### src/hdl/utf16_to_utf8_encoder_unit_macros.svh
// ----------------------------------------------------------------------------
// utf16_to_utf8_encoder_unit_macros
// assertion helpers shared by the encoder top level
// ----------------------------------------------------------------------------
`ifndef UTF16_TO_UTF8_ENCODER_UNIT_MACROS_SVH
`define UTF16_TO_UTF8_ENCODER_UNIT_MACROS_SVH

// same-cycle implication, disabled while in reset
`define U16U8_ASSERT_IMPL(label, ante, cons, msg) \
  label: assert property (@(posedge clk) disable iff (!rst_n) (ante) |-> (cons)) \
    else $error(msg);

// next-cycle implication, disabled while in reset
`define U16U8_ASSERT_NEXT(label, ante, cons, msg) \
  label: assert property (@(posedge clk) disable iff (!rst_n) (ante) |=> (cons)) \
    else $error(msg);

`endif

### src/hdl/u16u8_pkg.sv
// ----------------------------------------------------------------------------
// u16u8_pkg
// types, constants and byte encoding helpers of the utf-16 to utf-8 encoder
// ----------------------------------------------------------------------------
package u16u8_pkg;

  // surrogate tags in the top six bits of a code unit
  localparam logic [5:0] HIGH_SURR_TAG = 6'h36;
  localparam logic [5:0] LOW_SURR_TAG  = 6'h37;
  // offset added to a joined surrogate pair
  localparam logic [20:0] SUPP_BASE    = 21'h10000;

  // input beat
  typedef struct packed {
    logic [15:0] code_unit;
    logic        last_unit;
  } in_item_t;

  // result beat
  typedef struct packed {
    logic [7:0] out_byte;
    logic       last_of_item;
    logic       end_of_string;
  } out_item_t;

  // length class of the main encoding
  typedef enum logic [2:0] {
    KIND_NONE,
    KIND_ONE,
    KIND_TWO,
    KIND_THREE,
    KIND_FOUR
  } kind_t;

  // classified job passed from front to back
  typedef struct packed {
    logic        pre_valid;
    logic [9:0]  pre_bits;
    kind_t       kind;
    logic [20:0] value;
    logic        last;
  } job_t;

  // number of bytes of a length class
  function automatic logic [2:0] kind_len(input kind_t kind);
    logic [2:0] len;
    case (kind)
      KIND_ONE:   len = 3'd1;
      KIND_TWO:   len = 3'd2;
      KIND_THREE: len = 3'd3;
      KIND_FOUR:  len = 3'd4;
      default:    len = 3'd0;
    endcase
    return len;
  endfunction

  // byte at position pos of an encoding
  function automatic logic [7:0] enc_byte(input kind_t kind, input logic [20:0] v,
                                          input logic [1:0] pos);
    logic [7:0] b;
    b = 8'h00;
    case (kind)
      KIND_ONE: b = {1'b0, v[6:0]};
      KIND_TWO: begin
        if (pos == 2'd0) b = {3'b110, v[10:6]};
        else             b = {2'b10, v[5:0]};
      end
      KIND_THREE: begin
        case (pos)
          2'd0:    b = {4'b1110, v[15:12]};
          2'd1:    b = {2'b10, v[11:6]};
          default: b = {2'b10, v[5:0]};
        endcase
      end
      KIND_FOUR: begin
        case (pos)
          2'd0:    b = {5'b11110, v[20:18]};
          2'd1:    b = {2'b10, v[17:12]};
          2'd2:    b = {2'b10, v[11:6]};
          default: b = {2'b10, v[5:0]};
        endcase
      end
      default: b = 8'h00;
    endcase
    return b;
  endfunction

endpackage

### src/hdl/u16u8_front.sv
// ----------------------------------------------------------------------------
// u16u8_front
// accepts code units, pairs surrogates and classifies each unit into a job
// ----------------------------------------------------------------------------
module u16u8_front (
  input  logic                clk,
  input  logic                rst_n,
  input  logic                push,
  input  u16u8_pkg::in_item_t in_data,
  input  logic                q_full,
  output logic                q_push,
  output u16u8_pkg::job_t     q_job
);
  import u16u8_pkg::*;

  logic        have_high_r, have_high_nxt;
  logic [9:0]  high_bits_r, high_bits_nxt;
  logic        accept;
  logic        is_low, is_high;
  logic [15:0] cu;
  job_t        job;

  assign accept  = push && !q_full;
  assign cu      = in_data.code_unit;
  assign is_low  = (cu[15:10] == LOW_SURR_TAG);
  assign is_high = (cu[15:10] == HIGH_SURR_TAG);

  // classification and surrogate holding
  always_comb begin
    have_high_nxt = have_high_r;
    high_bits_nxt = high_bits_r;
    job.pre_valid = 1'b0;
    job.pre_bits  = high_bits_r;
    job.kind      = KIND_NONE;
    job.value     = {5'd0, cu};
    job.last      = in_data.last_unit;
    if (have_high_r && is_low) begin
      job.kind      = KIND_FOUR;
      job.value     = {1'b0, high_bits_r, cu[9:0]} + SUPP_BASE;
      have_high_nxt = 1'b0;
    end else begin
      job.pre_valid = have_high_r;
      have_high_nxt = 1'b0;
      if (cu[15:7] == 9'd0) begin
        job.kind = KIND_ONE;
      end else if (cu[15:11] == 5'd0) begin
        job.kind = KIND_TWO;
      end else if (is_high && !in_data.last_unit) begin
        job.kind      = KIND_NONE;
        have_high_nxt = 1'b1;
        high_bits_nxt = cu[9:0];
      end else begin
        job.kind = KIND_THREE;
      end
    end
  end

  // a unit that is only held produces no job
  assign q_push = accept && (job.pre_valid || (job.kind != KIND_NONE));
  assign q_job  = job;

  // held surrogate state
  always_ff @(posedge clk) begin
    if (!rst_n) begin
      have_high_r <= 1'b0;
      high_bits_r <= 10'd0;
    end else if (accept) begin
      have_high_r <= have_high_nxt;
      high_bits_r <= high_bits_nxt;
    end
  end

endmodule

### src/hdl/u16u8_queue.sv
// ----------------------------------------------------------------------------
// u16u8_queue
// short register queue of jobs between front and back
// ----------------------------------------------------------------------------
module u16u8_queue #(
  parameter int DEPTH = 4
) (
  input  logic            clk,
  input  logic            rst_n,
  input  logic            push,
  input  u16u8_pkg::job_t din,
  output logic            full,
  input  logic            pop,
  output u16u8_pkg::job_t dout,
  output logic            empty
);
  import u16u8_pkg::*;

  localparam int AW = (DEPTH > 1) ? $clog2(DEPTH) : 1;
  localparam int CW = $clog2(DEPTH + 1);

  job_t          mem_r [DEPTH];
  logic [AW-1:0] wr_ptr_r, wr_ptr_nxt;
  logic [AW-1:0] rd_ptr_r, rd_ptr_nxt;
  logic [CW-1:0] count_r, count_nxt;
  logic          do_push, do_pop;

  assign full    = (count_r == CW'(DEPTH));
  assign empty   = (count_r == '0);
  assign do_push = push && !full;
  assign do_pop  = pop && !empty;
  assign dout    = mem_r[rd_ptr_r];

  // pointer and fill count update
  always_comb begin
    wr_ptr_nxt = wr_ptr_r;
    rd_ptr_nxt = rd_ptr_r;
    count_nxt  = count_r;
    if (do_push) begin
      wr_ptr_nxt = (wr_ptr_r == AW'(DEPTH - 1)) ? '0 : wr_ptr_r + AW'(1);
    end
    if (do_pop) begin
      rd_ptr_nxt = (rd_ptr_r == AW'(DEPTH - 1)) ? '0 : rd_ptr_r + AW'(1);
    end
    if (do_push && !do_pop) begin
      count_nxt = count_r + CW'(1);
    end else if (do_pop && !do_push) begin
      count_nxt = count_r - CW'(1);
    end
  end

  // control registers
  always_ff @(posedge clk) begin
    if (!rst_n) begin
      wr_ptr_r <= '0;
      rd_ptr_r <= '0;
      count_r  <= '0;
    end else begin
      wr_ptr_r <= wr_ptr_nxt;
      rd_ptr_r <= rd_ptr_nxt;
      count_r  <= count_nxt;
    end
  end

  // job storage
  always_ff @(posedge clk) begin
    if (do_push) begin
      mem_r[wr_ptr_r] <= din;
    end
  end

endmodule

### src/hdl/u16u8_back.sv
// ----------------------------------------------------------------------------
// u16u8_back
// serialises each job into utf-8 bytes through an output register
// ----------------------------------------------------------------------------
module u16u8_back (
  input  logic                 clk,
  input  logic                 rst_n,
  input  logic                 q_empty,
  input  u16u8_pkg::job_t      q_job,
  output logic                 q_pop,
  output logic                 empty,
  input  logic                 pop,
  output u16u8_pkg::out_item_t out_data
);
  import u16u8_pkg::*;

  job_t      cur_r, cur_nxt;
  logic      cur_valid_r, cur_valid_nxt;
  logic [2:0] idx_r, idx_nxt;
  logic      out_valid_r, out_valid_nxt;
  out_item_t out_r, out_nxt;
  logic [2:0] cur_len;
  logic [2:0] main_idx;
  logic      last_byte, emit, done;
  logic [7:0] byte_val;

  // byte count of the current job and position in it
  assign cur_len   = (cur_r.pre_valid ? 3'd3 : 3'd0) + kind_len(cur_r.kind);
  assign last_byte = (idx_r == cur_len - 3'd1);
  assign emit      = cur_valid_r && (!out_valid_r || pop);
  assign done      = emit && last_byte;
  assign q_pop     = !q_empty && (!cur_valid_r || done);
  assign main_idx  = cur_r.pre_valid ? idx_r - 3'd3 : idx_r;

  // byte selection: held lone surrogate first, then the main encoding
  always_comb begin
    if (cur_r.pre_valid && (idx_r < 3'd3)) begin
      byte_val = enc_byte(KIND_THREE, {5'd0, HIGH_SURR_TAG, cur_r.pre_bits}, idx_r[1:0]);
    end else begin
      byte_val = enc_byte(cur_r.kind, cur_r.value, main_idx[1:0]);
    end
  end

  // job and output register next values
  always_comb begin
    cur_nxt       = cur_r;
    cur_valid_nxt = cur_valid_r;
    idx_nxt       = idx_r;
    out_nxt       = out_r;
    out_valid_nxt = out_valid_r;
    if (pop) begin
      out_valid_nxt = 1'b0;
    end
    if (emit) begin
      out_nxt.out_byte      = byte_val;
      out_nxt.last_of_item  = last_byte;
      out_nxt.end_of_string = last_byte && cur_r.last;
      out_valid_nxt         = 1'b1;
      idx_nxt               = idx_r + 3'd1;
    end
    if (done) begin
      cur_valid_nxt = 1'b0;
    end
    if (q_pop) begin
      cur_nxt       = q_job;
      cur_valid_nxt = 1'b1;
      idx_nxt       = 3'd0;
    end
  end

  // control registers
  always_ff @(posedge clk) begin
    if (!rst_n) begin
      cur_valid_r <= 1'b0;
      idx_r       <= 3'd0;
      out_valid_r <= 1'b0;
    end else begin
      cur_valid_r <= cur_valid_nxt;
      idx_r       <= idx_nxt;
      out_valid_r <= out_valid_nxt;
    end
  end

  // payload registers
  always_ff @(posedge clk) begin
    cur_r <= cur_nxt;
    out_r <= out_nxt;
  end

  assign empty    = !out_valid_r;
  assign out_data = out_r;

endmodule

### src/hdl/utf16_to_utf8_encoder_unit.sv
// path: queue entry, serialiser job register, then output register for each byte
// throughput: one byte per cycle from the byte serialiser while the receiver pops,
// and 1 to 6 bytes a job (1 ascii, 2 or 3 other bmp, 4 pair, plus 3 for a flushed surrogate)
// a held high surrogate produces nothing until the next unit arrives
// reset: synchronous active-low rst_n clears queue, held surrogate and output register
// ----------------------------------------------------------------------------
// utf16_to_utf8_encoder_unit
// utf-16 code unit stream in, utf-8 byte stream out
// ----------------------------------------------------------------------------
`include "utf16_to_utf8_encoder_unit_macros.svh"

module utf16_to_utf8_encoder_unit #(
  parameter int QUEUE_DEPTH = 4
) (
  input  logic                 clk,
  input  logic                 rst_n,
  input  logic                 push,
  output logic                 full,
  input  u16u8_pkg::in_item_t  in_data,
  output logic                 empty,
  input  logic                 pop,
  output u16u8_pkg::out_item_t out_data
);
  import u16u8_pkg::*;

  logic q_push, q_pop, q_full, q_empty;
  job_t q_din, q_dout;

  // classification front
  u16u8_front u_front (
    .clk     (clk),
    .rst_n   (rst_n),
    .push    (push),
    .in_data (in_data),
    .q_full  (q_full),
    .q_push  (q_push),
    .q_job   (q_din)
  );

  // job queue
  u16u8_queue #(
    .DEPTH (QUEUE_DEPTH)
  ) u_queue (
    .clk   (clk),
    .rst_n (rst_n),
    .push  (q_push),
    .din   (q_din),
    .full  (q_full),
    .pop   (q_pop),
    .dout  (q_dout),
    .empty (q_empty)
  );

  // byte serialiser
  u16u8_back u_back (
    .clk      (clk),
    .rst_n    (rst_n),
    .q_empty  (q_empty),
    .q_job    (q_dout),
    .q_pop    (q_pop),
    .empty    (empty),
    .pop      (pop),
    .out_data (out_data)
  );

  assign full = q_full;

  // checks
  `U16U8_ASSERT_IMPL(a_no_push_when_full, q_push, !q_full, "job pushed into full queue")
  `U16U8_ASSERT_IMPL(a_no_pop_when_empty, q_pop, !q_empty, "job taken from empty queue")
  `U16U8_ASSERT_IMPL(a_eos_on_last, !empty && out_data.end_of_string,
                     out_data.last_of_item, "end of string on a non-final byte")
  `U16U8_ASSERT_NEXT(a_full_blocks, push && full && !pop && empty, !empty || full || q_empty,
                     "queue drained without a byte reaching the output")

endmodule

### config.mk
export PLATFORM = sky130hd
export DESIGN_NAME = utf16_to_utf8_encoder_unit
export DESIGN_NICKNAME = d
export VERILOG_FILES = /design/src/hdl/u16u8_pkg.sv /design/src/hdl/u16u8_front.sv /design/src/hdl/u16u8_queue.sv /design/src/hdl/u16u8_back.sv /design/src/hdl/utf16_to_utf8_encoder_unit.sv
export VERILOG_INCLUDE_DIRS = /design/src /design/src/hdl
export SDC_FILE = /design/constraint.sdc
export NUM_CORES = 1
export LEC_CHECK = 0
export BUFFER_PORTS_ARGS = -buffer_cell sky130_fd_sc_hd__clkbuf_2
export CORE_ASPECT_RATIO = 0.8
export CORE_MARGIN = 2
export CORE_UTILIZATION = 55
export CTS_BUF_LIST = sky130_fd_sc_hd__clkbuf_4
export DETAILED_ROUTE_END_ITERATION = 6
export GPL_TIMING_DRIVEN = 0
export PLACE_DENSITY = 0.72
export SLEW_MARGIN = 20
export SYNTH_ARGS = -nofsm -noshare
export SYNTH_HDL_FRONTEND = slang
export SYNTH_SLANG_ARGS = --single-unit
### constraint.sdc
create_clock -name clk -period 3.63 [get_ports clk]
set_input_delay 0.1815 -clock clk [delete_from_list [all_inputs] [get_ports clk]]
set_output_delay 0.1815 -clock clk [all_outputs]
set_load 0.05 [all_outputs]
==> flow_metrics.env <==
export IMPL_status="finished clean"
export IMPL_clk_latency_ns=0.67
export IMPL_seq_area_frac_synth_pct=69.75
export IMPL_setup_tns_ns=0
export IMPL_syn_nets=561
export IMPL_endpoint_kind="register"
export IMPL_antenna_found_initial=0
export IMPL_path_clk_slew_ns=0.07
export IMPL_drtIter0Drc=447
export IMPL_grt_use_total_pct=22.54
export IMPL_dieArea_sq_mm=0.01711
export IMPL_maxSlewHeadroom_pct=34.09
export IMPL_rsz0062_at_grt="false"
export IMPL_hold_class="input pin to register"
export IMPL_num_rows=41
export IMPL_fin_crit_sh_pct=95.71
export IMPL_cts_buffers=52
export IMPL_hold_viol=0
export IMPL_path_max_fanout=10
export IMPL_r2r_setup_slack_ns=0.16
export IMPL_yosysWarnings=0
export IMPL_start_util_pct=56.13
export IMPL_arrival_ns=4.06
export IMPL_cts_tree="done"
export IMPL_cts_resized=0
export IMPL_remaining_drc_errors=0
export IMPL_startpoint="u_back.cur_r[24]"
export IMPL_cap_violations=0
export IMPL_synth_edf_count=190
export IMPL_cts_sinks=213
export IMPL_via_per_inst=5.677
export IMPL_num_vias=5087
export IMPL_dp_hpwl_microns=12360
export IMPL_clockBufferDepth=3
export IMPL_htree_levels=2
export IMPL_n_antenna_cell=0
export IMPL_setup_violations_final=0
export IMPL_post_drt_wl_per_cell_microns=20.61
export IMPL_synthFlopType="edfxtp_1"
export IMPL_postRouteAntennaNets=0
export IMPL_netlist_area_sq_mm=0.008840
export IMPL_p_leak_nw=3.547
export IMPL_hold_slack_ns=0.05080
export IMPL_r2r_cells=14
export IMPL_synth_distinct_cells=62
export IMPL_criticalPathCategory="register to register"
export IMPL_die_y_microns=117.4
export IMPL_r2r_end="u_queue.count_r[2]"
export IMPL_powerDensity_mw_per_mm2=822.9
export IMPL_slew_viol_final=0
export IMPL_fmax_ghz=0.2878
export IMPL_min_period_ns=3.474
export IMPL_synthesis_instances=526
export IMPL_skew_ns=0.05336
export IMPL_ir_drop_mv=0.3904
export IMPL_grt_first_pass_wirelength_microns=29150
export IMPL_fin_nets=673
export IMPL_drive_gt1_share_pct=27.31
export IMPL_regArea_sq_mm=0.006166
export IMPL_gp_congestion=0.8410
export IMPL_synth_top_area_cell="edfxtp_1"
export IMPL_firstDrtPassIters=4
export IMPL_grt_ovfl_total=0
export IMPL_syn_area_per_cell_sq_um=16.81
export IMPL_async_flop_share_pct=0
export IMPL_tightest_slew_ns=0.9887
export IMPL_syn_to_final_growth_pct=15.84
export IMPL_grt_pass1_vias=5235
export IMPL_grt_max_degree=38
export IMPL_synth_area_leaders="edfxtp_1 (65%), mux4_2 (9.2%), dfxtp_1 (5.2%)"
export IMPL_netlist_area_leader_share_pct=64.54
export IMPL_timing_rr_start="u_back.cur_r[24]"
export IMPL_synth_most_common_cell="edfxtp_1"
export IMPL_port_buffers=32
export IMPL_synth_seq_cells=213
export IMPL_synth_commonest_cells="edfxtp_1 (190), mux4_2 (36), nand2_1 (29), dfxtp_1 (23), nor2_1 (22)"
export IMPL_fillerInstances=1146
export IMPL_start_kind="register"
export IMPL_ios=33
export IMPL_multi_input_area_sq_mm=0.002500
export IMPL_die_w_microns=145.7
export IMPL_critPathRequiredTime_ns=4.22
export IMPL_wirelength_microns=18470
export IMPL_core_area_sq_mm=0.01575
export IMPL_cts_root_buf="clkbuf_4"
export IMPL_cp_endpoint="u_queue.count_r[2]"
==> placed cells by master, fill, tap and decap left out, types with 7 or more instances in the layout <==
master,instances
a21oi_1,10
buf_2,8
clkbuf_1,7
clkbuf_2,32
clkbuf_4,79
clkinv_1,13
dfxtp_1,23
dlygate4sd3_1,19
edfxtp_1,190
ha_1,13
inv_1,15
mux2i_1,16
mux4_2,36
nand2_1,29
nand3_1,13
nor2_1,22
nor2b_1,17
nor3_1,8
o21ai_0,11
xnor2_1,7
==> timing repair <==
item,4_1_cts,5_1_grt
endpoints found under the setup margin,0,1
endpoints found under the hold margin,83,0
buffers inserted,0,3
hold buffers,19,0
==> kinds of logic after synthesis <==
kind of cell               synth area share (%)
xor gates and xnor gates                  1.656
adders and majority gates                 2.067
DFF                                       69.75
and+or+nand+nor                           7.304
AOI/OAI and AO/OA                         5.832
buffers and inverters                     2.024
muxes                                     11.37
==> where the power goes <==
part           internal [mW]  switching, mW
clock                   1.00          0.918
combinational           1.12           1.80
sequential              3.36          0.232
==> final cells by class <==
cell class | instances | area share [%]
clock inverters | 18 | 0.7820
repair buffers | 58 | 4.423
multi-input cells | 275 | 24.41
flip-flops and latches | 213 | 60.22
plain buffers | 22 | 1.161
inverters | 16 | 0.5865
well taps | 215 | 2.627
clock buffers | 79 | 5.792
==> registers in the layout, indices dropped and copies added, names as in the netlist <==
| register | flops |
|---|---|
| u_queue.wr_ptr_r | 2 |
| u_back.idx_r | 3 |
| u_back.cur_valid_r | 1 |
| u_queue.mem_r | 144 |
| u_front.have_high_r | 1 |
| u_queue.rd_ptr_r | 2 |
| u_back.cur_r | 36 |
| u_queue.count_r | 3 |
| u_back.out_valid_r | 1 |
| u_back.out_data | 10 |
| u_front.high_bits_r | 10 |
==> through the flow <==
step	util (%)	cells	power, mW	cell area, sq um	setup slack (ns)
2_1_floorplan	-	526	5.667	8840	0.5502
3_3_place_gp	58.85	773	6.451	9269	0.2242
3_5_place_dp	59.39	777	6.513	9354	0.08993
4_1_cts	64.88	893	8.457	10220	0.1392
5_1_grt	65.02	896	8.910	10240	0.02096
6_report	65.02	896	8.427	10240	0.1556
==> metal layers <==
metal  vias up  share of wire (%)  GRT usage [%]  routed length (microns)
met4         0                2.7          8.456                      493
met5         -                  0              0                        0
met2       206                 48          35.44                     8795
li1       2348                  -              -                        -
met3        34                7.7          6.381                     1419
met1      2499                 42          30.30                     7758
==> critical path, stage by stage (launching register included) <==
cell      delay (ns)
edfxtp_1        0.38
buf_6           0.15
nand2b_1        0.22
ha_1            0.31
inv_1           0.06
ha_1            0.15
xnor3_1         0.29
xnor2_4         0.18
a31oi_4         0.32
ha_1            0.26
inv_1           0.07
fa_1            0.38
xor2_1          0.17
or3_1           0.30
a21boi_0        0.18
==> worst min path at each step <==
stage | from | endpoint | slack (ns) | cells past startpoint
final | in_data[16] | u_queue.mem_r[0][16] | 0.05 | 3
after global routing | in_data[16] | u_queue.mem_r[0][16] | 0.05 | 3
after CTS | in_data[16] | u_queue.mem_r[0][16] | 0.003 | 3
after detailed placement | in_data[2] | u_queue.mem_r[2][2] | 0.43 | 1
after global placement | in_data[2] | u_queue.mem_r[2][2] | 0.42 | 1
after floorplan | in_data[0] | u_queue.mem_r[0][0] | 0.28 | 0
(Power assumes the default switching activity.)
